File: config.mk
export PLATFORM = sky130hd
export DESIGN_NAME = pkht_front
export DESIGN_NICKNAME = d
export VERILOG_FILES = /design/src/hdl/pkht_pkg.sv /design/src/hdl/pkht_front.sv
export SDC_FILE = /design/constraint.sdc
export NUM_CORES = 2
export LEC_CHECK = 0
export ABC_AREA = 1
export BUFFER_PORTS_ARGS = -buffer_cell sky130_fd_sc_hd__buf_2
export CORE_UTILIZATION = 40
export CTS_BUF_LIST = sky130_fd_sc_hd__clkbuf_8
export CTS_CLUSTER_DIAMETER = 80
export DETAILED_ROUTE_END_ITERATION = 8
export GPL_TIMING_DRIVEN = 0
export PLACE_DENSITY = 0.59
export SLEW_MARGIN = 30
export SYNTH_ARGS = -nofsm -noshare
export SYNTH_HDL_FRONTEND = slang
export SYNTH_SLANG_ARGS = --single-unit
File: constraint.sdc
create_clock -name i_clk -period 11.8 [get_ports i_clk]
set_clock_uncertainty 0.2 [all_clocks]
set_input_delay 1.18 -clock i_clk [delete_from_list [all_inputs] [get_ports i_clk]]
set_output_delay 1.18 -clock i_clk [all_outputs]
set_load 0.1 [all_outputs]
File: src/hdl/pkht_pkg.sv
package pkht_pkg;

    localparam int COUNT_W = 13;
    localparam int KEY_W   = 64;
    localparam int VAL_W   = 16;

    localparam logic [2:0] OP_INSERT = 3'd0;
    localparam logic [2:0] OP_LOOKUP = 3'd1;
    localparam logic [2:0] OP_FORGET = 3'd2;
    localparam logic [2:0] OP_RANGE  = 3'd3;
    localparam logic [2:0] OP_CLEAR  = 3'd4;

    localparam logic [1:0] ST_OK     = 2'd0;
    localparam logic [1:0] ST_MISS   = 2'd1;
    localparam logic [1:0] ST_REJECT = 2'd2;
    localparam logic [1:0] ST_FULL   = 2'd3;

    localparam logic [1:0] MARK_EMPTY = 2'd0;
    localparam logic [1:0] MARK_LIVE  = 2'd1;
    localparam logic [1:0] MARK_TOMB  = 2'd2;

    localparam logic [63:0] MIX_C1 = 64'hff51afd7ed558ccd;
    localparam logic [63:0] MIX_C2 = 64'hc4ceb9fe1a85ec53;

    typedef struct packed {
        logic [2:0]       op;
        logic [KEY_W-1:0] key;
        logic [KEY_W-1:0] key_end;
        logic [VAL_W-1:0] value_in;
    } t_cmd;

    typedef struct packed {
        logic [1:0]         status;
        logic [VAL_W-1:0]   value_out;
        logic [COUNT_W-1:0] live_entries;
        logic [COUNT_W-1:0] used_slots;
    } t_res;

    typedef struct packed {
        logic [1:0]       mark;
        logic [KEY_W-1:0] key;
        logic [VAL_W-1:0] value;
    } t_slot;

    typedef enum logic [1:0] {
        CLS_HASH,
        CLS_RANGE,
        CLS_CLEAR,
        CLS_REJECT
    } t_cls;

    typedef enum logic [1:0] {
        F_IDLE,
        F_MUL,
        F_MOD,
        F_PUSH
    } t_fstate;

    typedef enum logic [2:0] {
        B_INIT,
        B_IDLE,
        B_PRD,
        B_PEV,
        B_SRD,
        B_SEV,
        B_CLR
    } t_bstate;

endpackage

File: src/hdl/pkht_front.sv
module pkht_front
    import pkht_pkg::*;
#(
    parameter int TABLE_SLOTS = 4096,
    parameter int SLOT_W      = 12
) (
    input  logic              i_clk,
    input  logic              i_rst_n,
    input  logic              i_start,
    input  t_cmd              i_cmd,
    input  logic              i_q_full,
    output logic              o_busy,
    output logic              o_push,
    output t_cmd              o_cmd,
    output t_cls              o_cls,
    output logic [SLOT_W-1:0] o_home
);

    localparam bit IS_POW2 = ((TABLE_SLOTS & (TABLE_SLOTS - 1)) == 0);
    localparam logic [32:0] RECIP = 33'((64'd1 << (32 + SLOT_W)) / TABLE_SLOTS);

    t_fstate           r_state, n_state;
    t_cmd              r_cmd;
    t_cls              r_cls, n_cls;
    logic [63:0]       r_x, n_x;
    logic [63:0]       r_acc, n_acc;
    logic [1:0]        r_step, n_step;
    logic              r_pass, n_pass;
    logic [31:0]       r_hash, n_hash;
    logic [31:0]       r_q, n_q;
    logic [SLOT_W-1:0] r_home, n_home;

    logic [31:0] mul_a, mul_b;
    logic [63:0] prod, mix;
    logic [64:0] q_prod;
    logic [63:0] q_t;
    logic [32:0] rem_raw;
    logic        accept;
    logic        mul_last;
    logic        mod_last;

    assign accept = i_start && (r_state == F_IDLE);
    assign mul_last = (r_step == 2'd2) && r_pass;
    assign mod_last = (r_step == 2'd1);

    // Low 64 bits of a 64x64 product from three 32x32 partials, one a cycle.
    always_comb begin
        logic [63:0] c;
        c = r_pass ? MIX_C2 : MIX_C1;
        case (r_step)
            2'd0:    begin mul_a = r_x[31:0];  mul_b = c[31:0];  end
            2'd1:    begin mul_a = r_x[31:0];  mul_b = c[63:32]; end
            default: begin mul_a = r_x[63:32]; mul_b = c[31:0];  end
        endcase
    end

    assign prod    = mul_a * mul_b;
    assign mix     = r_acc + {prod[31:0], 32'd0};
    assign q_prod  = {33'd0, r_hash} * {32'd0, RECIP};
    assign q_t     = {32'd0, r_q} * 64'(TABLE_SLOTS);
    assign rem_raw = {1'b0, r_hash} - q_t[32:0];

    always_comb begin
        n_state = r_state;
        unique case (r_state)
            F_IDLE: begin
                if (i_start) begin
                    n_state = (n_cls == CLS_HASH) ? F_MUL : F_PUSH;
                end
            end
            F_MUL: begin
                if (mul_last) begin
                    n_state = IS_POW2 ? F_PUSH : F_MOD;
                end
            end
            F_MOD: begin
                if (mod_last) begin
                    n_state = F_PUSH;
                end
            end
            F_PUSH: begin
                if (!i_q_full) begin
                    n_state = F_IDLE;
                end
            end
            default: n_state = F_IDLE;
        endcase
    end

    always_comb begin
        n_cls  = r_cls;
        n_x    = r_x;
        n_acc  = r_acc;
        n_step = r_step;
        n_pass = r_pass;
        n_hash = r_hash;
        n_q    = r_q;
        n_home = r_home;
        unique case (r_state)
            F_IDLE: begin
                if (((i_cmd.op == OP_INSERT) || (i_cmd.op == OP_LOOKUP)
                     || (i_cmd.op == OP_FORGET)) && (i_cmd.key <= 64'd1)) begin
                    n_cls = CLS_REJECT;
                end else if ((i_cmd.op == OP_INSERT) || (i_cmd.op == OP_LOOKUP)
                             || (i_cmd.op == OP_FORGET)) begin
                    n_cls = CLS_HASH;
                end else if (i_cmd.op == OP_RANGE) begin
                    n_cls = ((i_cmd.key == 64'd0) || (i_cmd.key >= i_cmd.key_end))
                            ? CLS_REJECT : CLS_RANGE;
                end else if (i_cmd.op == OP_CLEAR) begin
                    n_cls = CLS_CLEAR;
                end else begin
                    n_cls = CLS_REJECT;
                end
                n_x    = i_cmd.key ^ (i_cmd.key >> 33);
                n_step = 2'd0;
                n_pass = 1'b0;
            end
            F_MUL: begin
                if (r_step == 2'd0) begin
                    n_acc  = prod;
                    n_step = 2'd1;
                end else if (r_step == 2'd1) begin
                    n_acc  = mix;
                    n_step = 2'd2;
                end else if (!r_pass) begin
                    n_x    = mix ^ (mix >> 29);
                    n_pass = 1'b1;
                    n_step = 2'd0;
                end else begin
                    n_hash = mix[31:0] ^ mix[63:32];
                    n_home = n_hash[SLOT_W-1:0];
                    n_step = 2'd0;
                end
            end
            F_MOD: begin
                // Quotient from a reciprocal multiply is at most one short,
                // so a single compare and subtract finishes the remainder.
                if (r_step == 2'd0) begin
                    n_q    = 32'(q_prod >> (32 + SLOT_W));
                    n_step = 2'd1;
                end else begin
                    n_home = (rem_raw >= 33'(TABLE_SLOTS))
                             ? SLOT_W'(rem_raw - 33'(TABLE_SLOTS)) : SLOT_W'(rem_raw);
                end
            end
            default: begin
            end
        endcase
    end

    always_ff @(posedge i_clk) begin
        if (!i_rst_n) begin
            r_state <= F_IDLE;
        end else begin
            r_state <= n_state;
        end
        if (accept) begin
            r_cmd <= i_cmd;
        end
        r_cls  <= n_cls;
        r_x    <= n_x;
        r_acc  <= n_acc;
        r_step <= n_step;
        r_pass <= n_pass;
        r_hash <= n_hash;
        r_q    <= n_q;
        r_home <= n_home;
    end

    assign o_busy = (r_state != F_IDLE);
    assign o_push = (r_state == F_PUSH) && !i_q_full;
    assign o_cmd  = r_cmd;
    assign o_cls  = r_cls;
    assign o_home = r_home;

endmodule

==> impl_metrics.tcl <==
set metrics [dict create \
    rows 123 \
    ctsRootBufferMaster "clkbuf_8" \
    drt_iter0_drc 3395 \
    rr_startpoint "r_step[0]" \
    setup_violations 0 \
    cts_tree "yes" \
    area_growth_pct 10.37 \
    grt_use_total 0.2911 \
    startpoint "r_step[0]" \
    syn_avg_cell_area_sq_um 9.555 \
    die_h_microns 338.9 \
    fill_cells 10990 \
    cts_buffers 46 \
    final_cell_mix "inv_1 (1228), fa_1 (862), nand2_1 (625)" \
    antenna_found_initial 4 \
    synth_nets 6161 \
    vias 34410 \
    path_max_fanout 11 \
    worst_setup_path_end_kind "flip-flop" \
    port_buffers 313 \
    finalMaxSlewViolations 0 \
    hp-class "reg2reg" \
    grt_pass1_vias 34940 \
    netlist.top_cell.by_area "fa_1" \
    tns_ns 0 \
    synthDistinctLibCells 69 \
    highest_layer "met4" \
    fmax_mhz 85.99 \
    crit_type "reg2reg" \
    die_area_sq_um 114800 \
    cp_slowest_cell "fa_1" \
    fin_crit_ns 11.63 \
    synth_top_area_share 0.3802 \
    dr.pass1.iters 6 \
    wl_met1_microns 70190 \
    synth_flop_cell "edfxtp_1" \
    routedWlPerCell_microns 24.98 \
    ios 314 \
    gp_congestion 1.022 \
    wl_met2_microns 75260 \
    nNetsFinal 6527 \
    crit_path_max_incr_delay_ns 0.55 \
    crit_path_start_kind "flip-flop" \
    async_flop_share 0 \
    seq_area_sq_um 9149 \
    grt_pass1_wl_microns 240800 \
    netlist_area_sq_um 45390 \
    ys_ff_latch 306 \
    dp_slack_ns -1.163 \
    status "finished clean" \
    clk_pin_slew_ns 0.07 \
    vias_per_cell 5.174 \
    synth_area_leaders "fa_1 (38%), edfxtp_1 (20%), ha_1 (11%)" \
    grt_remaining_overflow 0 \
    clock_latency_ns 0.61 \
    htree_levels 2 \
    synth_edf_count 302 \
    hold_viol_final 0 \
    fin_ws_ns 0.1710 \
    required_ns 11.92 \
    cp.arrival_ns 11.75 \
    hpwl_microns 147000 \
    grt_max_degree 76 \
    maxCapViolCount 0 \
    relSlewSlack 0.2484 \
    synth_cells 4751 \
    drt_wl_total_microns 166100 \
    ys_seq_area_frac 0.2015 \
    layout-drive-gt1-share 0.1171 \
    antenna_cells 0 \
    met3_length_microns 14210 \
    period_share 0.9855 \
    drcViolationCount 0 \
    hp-start "r_hash[1]" \
    path_common_cell "fa_1" \
    ant_nets 0 \
    initial_core_util 0.4035 \
    final_core_util 0.4454 \
    multi_input_area_sq_um 31560 \
    yosys_warnings 0 \
    die_width_microns 338.9 \
    layout_commonest_cell "inv_1" \
    coreArea_sq_um 112500 \
    cts_buffer_depth 3 \
    cts.sinks 306 \
    worstMarginPinSlew_ns 1.117 \
]
[cells by family after synthesis]
group	after synthesis	share of synthesized area
and+or+nand+nor	1318	0.1197
buffers and inverters	1315	0.1091
adders and majority gates	1259	0.4896
AOI/OAI and AO/OA	452	0.05923
DFF	306	0.2015
xor gates and xnor gates	99	0.02051
other	1	0.00008261
muxes	1	0.0002205
[final timing paths]
check | to | slack, ns | cells after the start
worst max-delay path | r_x[34] | 0.17 | 39
worst min-delay path | o_home[1] | 0.31 | 2
worst max register to register | r_x[34] | 0.17 | 39
worst min register to register | o_home[1] | 0.31 | 2
[critical path, delay by kind of cell, from the launching register on]
family / cells / cell delay (ns)
adder cells (fa/ha/maj): 11 / 5.16
AND/OR/NAND/NOR: 14 / 2.93
buffers and inverters: 11 / 1.59
AO/OA/AOI/OAI: 2 / 0.68
flip-flops: 1 / 0.43
XOR/XNOR: 1 / 0.33
[per-stage QoR]
stage	area, sq um	std cells	hold WS [ns]
final	50100	6651	0.3078
after global routing	50100	6651	0.3231
after global placement	48840	6564	0.3161
after floorplan	45390	4751	0.2889
after CTS	49940	6650	0.3006
after detailed placement	48990	6568	0.3142
[registers in the layout (all words and copies together) (netlist names)]
register,count
r_state,2
r_x,64
o_cmd,147
r_acc,64
o_home,12
r_step,2
r_hash,12
r_pass,1
o_cls,2
[cell usage after synthesis (4+ instances only)]
cell type / number
a21o_1: 14
inv_1: 1216
xnor2_1: 31
a21oi_1: 160
buf_2: 14
fa_1: 862
edfxtp_1: 302
dfxtp_1: 4
or2_2: 26
o21bai_1: 16
buf_1: 5
nand2_1: 627
clkinv_1: 9
a221oi_1: 5
nand3_1: 71
o21ai_2: 15
o21a_1: 8
nor2_1: 480
or2_1: 5
a21oi_2: 9
nand2_2: 23
a31oi_1: 12
nand3_2: 6
nor3_1: 22
nand4_1: 17
nor4_1: 15
o21ai_1: 28
inv_2: 12
o21ai_0: 148
clkbuf_1: 59
nand3b_1: 8
xor2_2: 5
xor2_1: 61
nor2_2: 5
ha_1: 397
[what timing repair did]
item / 4_1_cts / 5_1_grt
resized for setup: 47 / 58
endpoints found under the setup margin: 31 / 8
hold endpoints to repair: 0 / 0
setup buffers: 1 / 2
pin swaps: 1 / 1
hold buffers: 0 / 0
[layer usage]
metal / track usage / vias up
met2: 0.4519 / 1557
li1: - / 15190
met5: 0 / -
met4: 0.09700 / 0
met3: 0.04542 / 266
met1: 0.4154 / 17400
[cell type report]
class | instances | share of cell area
buffer | 76 | 0.006968
clock buffer | 46 | 0.01264
clock inverter | 36 | 0.003421
inverter | 1237 | 0.09320
multi-input combinational | 3130 | 0.6299
sequential | 306 | 0.1826
tap | 1500 | 0.03746
timing repair buffer | 320 | 0.03376
Power is left out: the tool's default activity adds up to more than one toggle a clock period on the data nets, which glitch-free logic cannot reach.
