===== src/hdl/pkht_pkg.sv =====
package pkht_pkg;

    localparam int COUNT_W = 13;
    localparam int KEY_W   = 64;
    localparam int VAL_W   = 16;

    localparam logic [2:0] OP_INSERT = 3'd0;
    localparam logic [2:0] OP_LOOKUP = 3'd1;
    localparam logic [2:0] OP_FORGET = 3'd2;
    localparam logic [2:0] OP_RANGE  = 3'd3;
    localparam logic [2:0] OP_CLEAR  = 3'd4;

    localparam logic [1:0] ST_OK     = 2'd0;
    localparam logic [1:0] ST_MISS   = 2'd1;
    localparam logic [1:0] ST_REJECT = 2'd2;
    localparam logic [1:0] ST_FULL   = 2'd3;

    localparam logic [1:0] MARK_EMPTY = 2'd0;
    localparam logic [1:0] MARK_LIVE  = 2'd1;
    localparam logic [1:0] MARK_TOMB  = 2'd2;

    localparam logic [63:0] MIX_C1 = 64'hff51afd7ed558ccd;
    localparam logic [63:0] MIX_C2 = 64'hc4ceb9fe1a85ec53;

    typedef struct packed {
        logic [2:0]       op;
        logic [KEY_W-1:0] key;
        logic [KEY_W-1:0] key_end;
        logic [VAL_W-1:0] value_in;
    } t_cmd;

    typedef struct packed {
        logic [1:0]         status;
        logic [VAL_W-1:0]   value_out;
        logic [COUNT_W-1:0] live_entries;
        logic [COUNT_W-1:0] used_slots;
    } t_res;

    typedef struct packed {
        logic [1:0]       mark;
        logic [KEY_W-1:0] key;
        logic [VAL_W-1:0] value;
    } t_slot;

    typedef enum logic [1:0] {
        CLS_HASH,
        CLS_RANGE,
        CLS_CLEAR,
        CLS_REJECT
    } t_cls;

    typedef enum logic [1:0] {
        F_IDLE,
        F_MUL,
        F_MOD,
        F_PUSH
    } t_fstate;

    typedef enum logic [2:0] {
        B_INIT,
        B_IDLE,
        B_PRD,
        B_PEV,
        B_SRD,
        B_SEV,
        B_CLR
    } t_bstate;

endpackage


===== src/hdl/pkht_fifo.sv =====
module pkht_fifo
    import pkht_pkg::*;
#(
    parameter int SLOT_W = 12
) (
    input  logic              i_clk,
    input  logic              i_rst_n,
    input  logic              i_push,
    input  t_cmd              i_cmd,
    input  t_cls              i_cls,
    input  logic [SLOT_W-1:0] i_home,
    input  logic              i_pop,
    output logic              o_full,
    output logic              o_empty,
    output t_cmd              o_cmd,
    output t_cls              o_cls,
    output logic [SLOT_W-1:0] o_home
);

    t_cmd              r_cmd  [2];
    t_cls              r_cls  [2];
    logic [SLOT_W-1:0] r_home [2];
    logic              r_wp;
    logic              r_rp;
    logic [1:0]        r_cnt;

    always_ff @(posedge i_clk) begin
        if (!i_rst_n) begin
            r_wp  <= 1'b0;
            r_rp  <= 1'b0;
            r_cnt <= 2'd0;
        end else begin
            if (i_push) begin
                r_wp <= ~r_wp;
            end
            if (i_pop) begin
                r_rp <= ~r_rp;
            end
            r_cnt <= r_cnt + 2'(i_push) - 2'(i_pop);
        end
        if (i_push) begin
            r_cmd[r_wp]  <= i_cmd;
            r_cls[r_wp]  <= i_cls;
            r_home[r_wp] <= i_home;
        end
    end

    assign o_full  = (r_cnt == 2'd2);
    assign o_empty = (r_cnt == 2'd0);
    assign o_cmd   = r_cmd[r_rp];
    assign o_cls   = r_cls[r_rp];
    assign o_home  = r_home[r_rp];

    a_no_overflow: assert property (@(posedge i_clk) disable iff (!i_rst_n)
        i_push |-> !o_full)
        else $error("push into a full queue");
    a_no_underflow: assert property (@(posedge i_clk) disable iff (!i_rst_n)
        i_pop |-> !o_empty)
        else $error("pop from an empty queue");
    a_cnt_range: assert property (@(posedge i_clk) disable iff (!i_rst_n)
        r_cnt != 2'd3)
        else $error("queue count out of range");

endmodule


===== config.mk =====
export PLATFORM = sky130hd
export DESIGN_NAME = pkht_fifo
export DESIGN_NICKNAME = d
export VERILOG_FILES = /design/src/hdl/pkht_pkg.sv /design/src/hdl/pkht_fifo.sv
export SDC_FILE = /design/constraint.sdc
export NUM_CORES = 1
export LEC_CHECK = 0
export BUFFER_PORTS_ARGS = -buffer_cell sky130_fd_sc_hd__buf_2
export CORE_AREA = 8 8 166 168
export DETAILED_ROUTE_END_ITERATION = 10
export DIE_AREA = 0 0 174 176
export GPL_ROUTABILITY_DRIVEN = 0
export HOLD_SLACK_MARGIN = 0.1
export PLACE_DENSITY_LB_ADDON = 0.15
export SLEW_MARGIN = 20
export SYNTH_ARGS = -nofsm -noshare
export SYNTH_HDL_FRONTEND = slang
export SYNTH_SLANG_ARGS = --single-unit
export TNS_END_PERCENT = 20

===== constraint.sdc =====
create_clock -name i_clk -period 16 [get_ports i_clk]
set_clock_uncertainty 0.1 [all_clocks]
set_input_delay 0.8 -clock i_clk [delete_from_list [all_inputs] [get_ports i_clk]]
set_output_delay 0.8 -clock i_clk [all_outputs]
set_load 0.02 [all_outputs]

==> results.md, run 1 <==
| Result | Value |
|---|---|
| Count of mapped cells out of synthesis | 522 |
| Layout filler cell count | 1880 |
| Worst Hold Slack | 386 ps |
| Simple-gate share of the synthesized area | 0.441% |
| Portion of the clock cycle consumed by the worst path in the final layout | 23.1% |
| H-Tree Level Count | 2 |
| Reg2Reg Setup Slack | 13480 ps |
| Count leader, synth | sky130_fd_sc_hd__edfxtp_1 |
| Multi-input gate area in the final layout | 2280 µm² |
| Post-synthesis area per instance | 23.4 µm² |
| Number of top-level design ports | 328 |
| IR drop worst, VDD | 0.0953 mV |
| Number of post-CTS setup repair buffers | 0 |
| Final setup violating endpoints | 0 |
| Reg2Reg Depth | 2 |
| Fraction of synthesized cell area taken by the top area cell type | 79.2% |
| Min-delay worst type | primary input to register |
| DP HPWL | 17900 µm |
| Hold path startpoint | i_cmd[98] |
| Register bit count reported by yosys | 327 |
| Core box area | 24800 µm² |
| Clk_lat worst skew | 490 ps |
| Share of the core filled with cells in the final layout | 61.5% |
| Via count of the first global-routing pass | 6749 |
| Width of the die | 174 µm |
| Leak Pwr | 5.92 nW |
| Number of synthesized flops with an enable pin | 322 |
| Antenna violations before repair | 11 |
| Power per Cell Area | 131 nW/µm² |
| Critical Path RT | 15100 ps |
| Max capacitance violation total | 0 |
| Worst Hold Path Cells | 1 |
| Most area-hungry cell type in the Yosys netlist | sky130_fd_sc_hd__edfxtp_1 |
| Fraction of the mapped netlist area in adder cells | 0.205% |
| Worst hold path endpoint | r_cmd[0][98] |
| Wire length of the first global-routing pass | 38300 µm |
| Sort of element at the end of the critical path | output port |
| P_int | 1.55 mW |
| Total CTS buffers | 35 |
| Critical-path maximum fanout | 65 |
| Wirelength, routed | 25700 µm |
| Crit path DAT | 2790 ps |
| Post-Synth XOR/XNOR Area | 0.256% |
| Main flop type after synthesis | sky130_fd_sc_hd__edfxtp_1 |
| Layout Nets | 1041 |
| Max_slew headroom | 30.6% |
| Async set-or-reset flop fraction in the synthesized netlist | 0% |
| Max Clk Rate | 271 MHz |
| Ranking of synthesized cells by area | sky130_fd_sc_hd__edfxtp_1 79%, sky130_fd_sc_hd__mux2_4 11%, sky130_fd_sc_hd__mux2_2 6.6% |
| Largest net degree at the start of global routing | 68 |
| Register Area | 9770 µm² |
| DRT antenna net count | 0 |
| Num Clock Sinks | 327 |
| Multiplexer share of the synthesized area | 17.6% |
| Detailed-routing iteration count for the pre-antenna-repair pass | 6 |
| Final hold violation count | 0 |
| Pwr Total | 2.00 mW |
| Register share of total power | 50.3% |
| Power share of the clock group | 37.5% |
| Minimum clock period after layout | 3690 ps |
| Post-detailed-route wirelength per cell | 20.9 µm |
| Fraction of final layout cells with drive strength greater than 1 | 60.3% |
| Unrepaired setup endpoints after global routing | false |
| Placement Cell Area | 14200 µm² |
| Die area | 30600 µm² |
| Initial detailed-routing violation count | 322 |
| Pins Over Slew Limit | 0 |
| Number of distinct standard cells referenced by the synthesized netlist | 14 |
| Clock tree from TritonCTS | built |
| Complex-gate fraction of the synthesized area | 0.0615% |
| Comb pwr share | 12.1% |
| Deepest clock path buffer count | 3 |
| Largest family of logic cells by synthesized area | multiplexers |
| Element type at the critical path start | register |
| Sum Neg Setup Slack | 0 ps |
| Overall overflow remaining after global route | 0 |
| Hold buffers post-CTS | 0 |
| Origin of the critical flop-to-flop path | r_wp |
| Remaining routing DRC violations | 0 |
| Actual transition at the worst max-transition pin | 1040 ps |
| Net count of the mapped netlist | 689 |
| Final Instance Area | 15300 µm² |
| Count of buffers from port buffering | 327 |
| Drt via density | 4.91 |
| Standard-cell rows | 58 |
| Layout overhead on the synthesized area | 25.0% |
| Seq/Total Area, Yosys | 80.0% |
| Initial Util | 49.2% |
| Total global routing track utilization | 16.2% |
| Worst flop-to-flop path endpoint | r_cmd[0][110] |
| CTS clk-pin slew, worst paths | 60 ps |
| Root buffer selected by CTS | sky130_fd_sc_hd__clkbuf_16 |
| Post-synth top cells | 322 x sky130_fd_sc_hd__edfxtp_1, 90 x sky130_fd_sc_hd__mux2_4, 71 x sky130_fd_sc_hd__mux2_2 |
| Status | completed |
| Switching power total | 0.450 mW |
| Die Y | 176 µm |
| Netlist Area Pre-Place | 12200 µm² |
| Number of vias after detailed routing | 6056 |
| Switching part of the total | 22.5% |
| Post-CTS Resized | 0 |
| Number of warnings issued by yosys | 0 |
| Path type of the worst setup path | register to output port |
## layout make-up
type,count,area share (%)
Antenna cell,4,0.0656
Clock buffer,53,6.66
Clock inverter,10,0.500
Inverter,2,0.0492
Multi-Input combinational cell,175,14.9
Sequential cell,327,64.1
Tap cell,330,2.71
Timing Repair Buffer,333,11.0
## registers in the layout (all words and copies together) (netlist names), named ones only
register	flops
r_cmd	294
r_cnt	2
r_rp	1
r_wp	1
r_cls	4
r_home	24
## per-stage QoR
stage,worst slack (ps),instances
floorplan,7410,522
global placement,12820,1167
detailed placement,12750,1167
CTS,12220,1230
global route,12130,1234
finish,12310,1234
## logic make-up (layout without fill, tap and decap cells)
family	after synthesis	after routing
fa+ha+maj	2	2
simple gates	9	9
buf+inv	20	398
compound gates	1	1
mux	161	161
xor+xnor	2	2
flops	327	327
other cells	0	4
## worst max-delay path: stages (launching register included)
cell,delay [ps]
sky130_fd_sc_hd__dfxtp_4,760
sky130_fd_sc_hd__buf_4,880
sky130_fd_sc_hd__mux2_2,420
sky130_fd_sc_hd__buf_2,160
## layer usage
layer	GRT usage, %	up-vias	share of wire [%]
met1	19.1	2933	39
met4	6.27	14	2.6
met5	0	-	0.30
met3	6.75	57	9.6
li1	-	2786	-
met2	26.1	266	48
## power groups by stage
| stage | sequential (mW) | clock [mW] | combinational [mW] |
|---|---|---|---|
| final | 1.01 | 0.752 | 0.243 |
| after global routing | 1.01 | 0.804 | 0.258 |
| after floorplan | 1.03 | 0 | 0.165 |
| after detailed placement | 1.03 | 0 | 0.246 |
| after global placement | 1.02 | 0 | 0.241 |
| after CTS | 1.01 | 0.771 | 0.247 |
## worst max path at each step
stage	start	to	slack [ps]
after floorplan	i_push	r_cls[0][0]	7410
after global placement	i_push	r_cmd[0][31]	12820
after detailed placement	i_push	r_cmd[0][107]	12750
after CTS	register	o_cmd[55]	12220
after global routing	register	o_cmd[62]	12130
final	register	o_cmd[146]	12310
## cell usage in the layout, fill, tap and decap left out, types with 3 or more instances in the layout
cell type                   count
sky130_fd_sc_hd__clkinv_1       4
sky130_fd_sc_hd__and2_1         3
sky130_fd_sc_hd__edfxtp_1     322
sky130_fd_sc_hd__buf_4          6
sky130_fd_sc_hd__clkbuf_8       3
sky130_fd_sc_hd__nor2b_1        3
sky130_fd_sc_hd__buf_2        327
sky130_fd_sc_hd__clkbuf_16     37
sky130_fd_sc_hd__clkbuf_1      13
sky130_fd_sc_hd__mux2_2        71
sky130_fd_sc_hd__diode_2        4
sky130_fd_sc_hd__dfxtp_1        4
sky130_fd_sc_hd__mux2_4        90
sky130_fd_sc_hd__clkinv_2       3
(Power assumes the default switching activity.)
==> run 2: changes to the inputs <==
--- a/config.mk
+++ b/config.mk
@@ -5,6 +5,7 @@
 export SDC_FILE = /design/constraint.sdc
 export NUM_CORES = 1
 export LEC_CHECK = 0
+export ABC_AREA = 1
 export BUFFER_PORTS_ARGS = -buffer_cell sky130_fd_sc_hd__buf_2
 export CORE_AREA = 8 8 166 168
 export DETAILED_ROUTE_END_ITERATION = 10
==> constraint.sdc (replaced) <==
create_clock -name i_clk -period 3.8 [get_ports i_clk]
set_clock_uncertainty 0.1 [all_clocks]
set_input_delay 0.19 -clock i_clk [delete_from_list [all_inputs] [get_ports i_clk]]
set_output_delay 0.19 -clock i_clk [all_outputs]
set_load 0.02 [all_outputs]
==> results.md, run 2 <==
| Result | Value | Change |
|---|---|---|
| Most frequent standard cell in the layout excluding fill and tap cells | sky130_fd_sc_hd__buf_2 |  |
| Wirelength, routed | 27500 µm | +6.9% |
| Critical Path RT | 3510 ps | -11590 ps |
| Number of synthesized flops with an enable pin | 322 | unchanged |
| Largest net degree at the start of global routing | 93 | +37% |
| H-Tree Level Count | 2 | unchanged |
| Reg2Reg Setup Slack | 1650 ps | -11830 ps |
| Layout overhead on the synthesized area | 38.6% |  |
| CTS clk-pin slew, worst paths | 60 ps | about the same |
| Minimum clock period after layout | 2290 ps |  |
| Fraction of the mapped netlist area in adder cells | 0.205% | unchanged |
| Count leader, synth | sky130_fd_sc_hd__edfxtp_1 |  |
| Registers with the highest flip-flop counts | r_cmd: 294 flops, r_home: 24 flops, r_cls: 4 flops |  |
| Path type of the worst setup path | register to output port |  |
| Die Y | 176 µm | unchanged |
| Register bit count reported by yosys | 327 | unchanged |
| Detailed-routing iteration count for the pre-antenna-repair pass | 4 | -2 |
| Remaining routing DRC violations | 0 | unchanged |
| Worst flop-to-flop path endpoint | r_cmd[1][47] |  |
| Number of warnings issued by yosys | 0 | unchanged |
| Num Clock Sinks | 327 | unchanged |
| DP HPWL | 17600 µm | -1.6% |
| Fraction of final layout cells with drive strength greater than 1 | 50.9% | -9.4 points |
| Max_slew headroom | 37.2% | +6.6 points |
| Post-Synth XOR/XNOR Area | 0% | -0.26 points |
| Unrepaired setup endpoints after global routing | false |  |
| Post-synthesis area per instance | 22.9 µm² | -2.2% |
| Overall overflow remaining after global route | 0 | unchanged |
| Drt via density | 4.86 | -0.95% |
| Antenna violations before repair | 0 | -11 |
| Sort of element at the end of the critical path | output port |  |
| Power per Cell Area | 497 nW/µm² | +280% |
| Most used cells in the layout excluding fill and tap cells | 327 x sky130_fd_sc_hd__buf_2, 322 x sky130_fd_sc_hd__edfxtp_1, 165 x sky130_fd_sc_hd__dlygate4sd3_1 |  |
| Final hold violation count | 0 | unchanged |
| DRT antenna net count | 0 | unchanged |
| Netlist Area Pre-Place | 12200 µm² | unchanged |
| Initial Util | 49.2% | unchanged |
| Worst Hold Slack | 312 ps | -74.8 ps |
| Max Clk Rate | 437 MHz |  |
| Most area-hungry cell type in the Yosys netlist | sky130_fd_sc_hd__edfxtp_1 |  |
| Post-synth top cells | 322 x sky130_fd_sc_hd__edfxtp_1, 90 x sky130_fd_sc_hd__mux2_4, 71 x sky130_fd_sc_hd__mux2_2 |  |
| Fraction of synthesized cell area taken by the top area cell type | 79.2% | unchanged |
| Critical-path maximum fanout | 90 | +38% |
| Total CTS buffers | 34 | -2.9% |
| Number of distinct standard cells referenced by the synthesized netlist | 12 | -2 |
| Max FFs per register | 294 | unchanged |
| Pins Over Slew Limit | 0 | unchanged |
| Inst Count DP | 1180 | +1.1% |
| Portion of the clock cycle consumed by the worst path in the final layout | 60.2% |  |
| Element type at the critical path start | register |  |
| Critical Path, Cell by Cell | buf_12 -> mux2_2 -> buf_2 |  |
| Crit path to | o_cmd[18] |  |
| Clk_lat worst skew | 500 ps | about the same |
| Reg2Reg Depth | 3 | +1 |
| Ranking of synthesized cells by area | sky130_fd_sc_hd__edfxtp_1 79%, sky130_fd_sc_hd__mux2_4 11%, sky130_fd_sc_hd__mux2_2 6.6% |  |
| Register with the highest flop count | r_cmd |  |
| Async set-or-reset flop fraction in the synthesized netlist | 0% | unchanged |
| Die area | 30600 µm² | unchanged |
| Actual transition at the worst max-transition pin | 942 ps | -99.0 ps |
| Largest family of logic cells by synthesized area | multiplexers |  |
| Deepest clock path buffer count | 3 | unchanged |
| Count of buffers from port buffering | 327 | unchanged |
| IR drop worst, VDD | 0.411 mV | +330% |
| Core box area | 24800 µm² | unchanged |
| Pwr Total | 8.41 mW | +320% |
| Sum Neg Setup Slack | 0 ps | unchanged |
| Status | completed |  |
| Simple-gate share of the synthesized area | 0.564% | +0.12 points |
| Slowest stage delay, CP | 450 ps | -430 ps |
| Via count of the first global-routing pass | 7562 | +12% |
| Post-detailed-route wirelength per cell | 19.6 µm | -6.1% |
| Leak Pwr | 6.66 nW | +12% |
| Number of top-level design ports | 328 | unchanged |
| Worst path slowest cell | sky130_fd_sc_hd__buf_12 |  |
| Seq/Total Area, Yosys | 80.0% | unchanged |
| Standard-cell rows | 58 | unchanged |
| Total global routing track utilization | 17.3% | +1.1 points |
| Clock tree from TritonCTS | built |  |
| Count of mapped cells out of synthesis | 534 | +2.3% |
| Multiplexer share of the synthesized area | 17.6% | unchanged |
| Final setup violating endpoints | 0 | unchanged |
| Complex-gate fraction of the synthesized area | 0.0410% | -0.021 points |
| Max capacitance violation total | 0 | unchanged |
| Crit path DAT | 2000 ps | -790 ps |
| Min-delay worst type | primary input to register |  |
| Post-CTS Resized | 0 | unchanged |
| Width of the die | 174 µm | unchanged |
| Wire length of the first global-routing pass | 41900 µm | +9.5% |
| Net count of the mapped netlist | 701 | +1.7% |
| Count of non-filler cells in the finished layout | 1404 | +14% |
| Layout Nets | 1218 | +17% |
| Root buffer selected by CTS | sky130_fd_sc_hd__clkbuf_16 |  |
| Initial detailed-routing violation count | 356 | +11% |
| Number of vias after detailed routing | 6825 | +13% |
| Origin of the critical flop-to-flop path | r_wp |  |
| Antenna cells | 0 | -4 |
| Main flop type after synthesis | sky130_fd_sc_hd__edfxtp_1 |  |
## run 2: worst min path at each step
stage	from	to	slack [ps]	cells after the start
5_1_grt	i_cmd[50]	r_cmd[1][50]	300	2
3_5_place_dp	i_cmd[32]	r_cmd[1][32]	280	1
2_1_floorplan	i_rst_n	r_cnt[0]	180	2
6_report	i_cmd[30]	r_cmd[1][30]	310	2
3_3_place_gp	i_cmd[28]	r_cmd[0][28]	280	1
4_1_cts	i_cmd[38]	r_cmd[0][38]	290	2
## run 2: worst max-delay path: cells and delay by family (launching register included)
family	cells	cell delay, ps
buffers and inverters	2	620
flip-flops	1	370
multiplexers	1	420
## run 2: kinds of logic after synthesis
logic type                 after synthesis
buffers and inverters                   25
DFF                                    327
AOI/OAI and AO/OA                        1
adders and majority gates                2
and+or+nand+nor                         18
muxes                                  161
## run 2: layer usage
metal  global-route usage, %  vias up  share of wire [%]
li1                        -     3148                  -
met3                    5.90       40                8.5
met2                    29.5      287                 50
met1                    20.7     3350                 40
met4                    4.74        0                1.8
met5                       0        -                  0
## run 2: layout make-up
class | count | area [µm²]
clock buffers | 41 | 941
clock inverters | 18 | 111
fillers | 1678 | 7900
inverters | 7 | 31.3
multi-input cells | 182 | 2260
flip-flops and latches | 327 | 9770
well taps | 330 | 413
repair buffers | 499 | 3390
## run 2: per-stage QoR
stage	worst slack (ps)	area [µm²]	util (%)
after floorplan	-393	12200	-
after global placement	1750	14200	57.3
after detailed placement	1690	14200	57.3
after CTS	1490	16900	68.2
after global routing	1440	16900	68.2
final	1510	16900	68.2
## run 2: report_power, final
group          internal, mW  leakage (nW)  switching (mW)
Combinational         0.499          3.06           0.577
Clock                  1.83         0.528            1.27
Sequential             4.18          3.06          0.0482
Total                  6.51          6.66            1.90
## run 2: what timing repair did
item / in CTS / in global routing
endpoints found under the hold margin: 327 / 0
hold buffers: 165 / 0
buffers inserted: 0 / 0
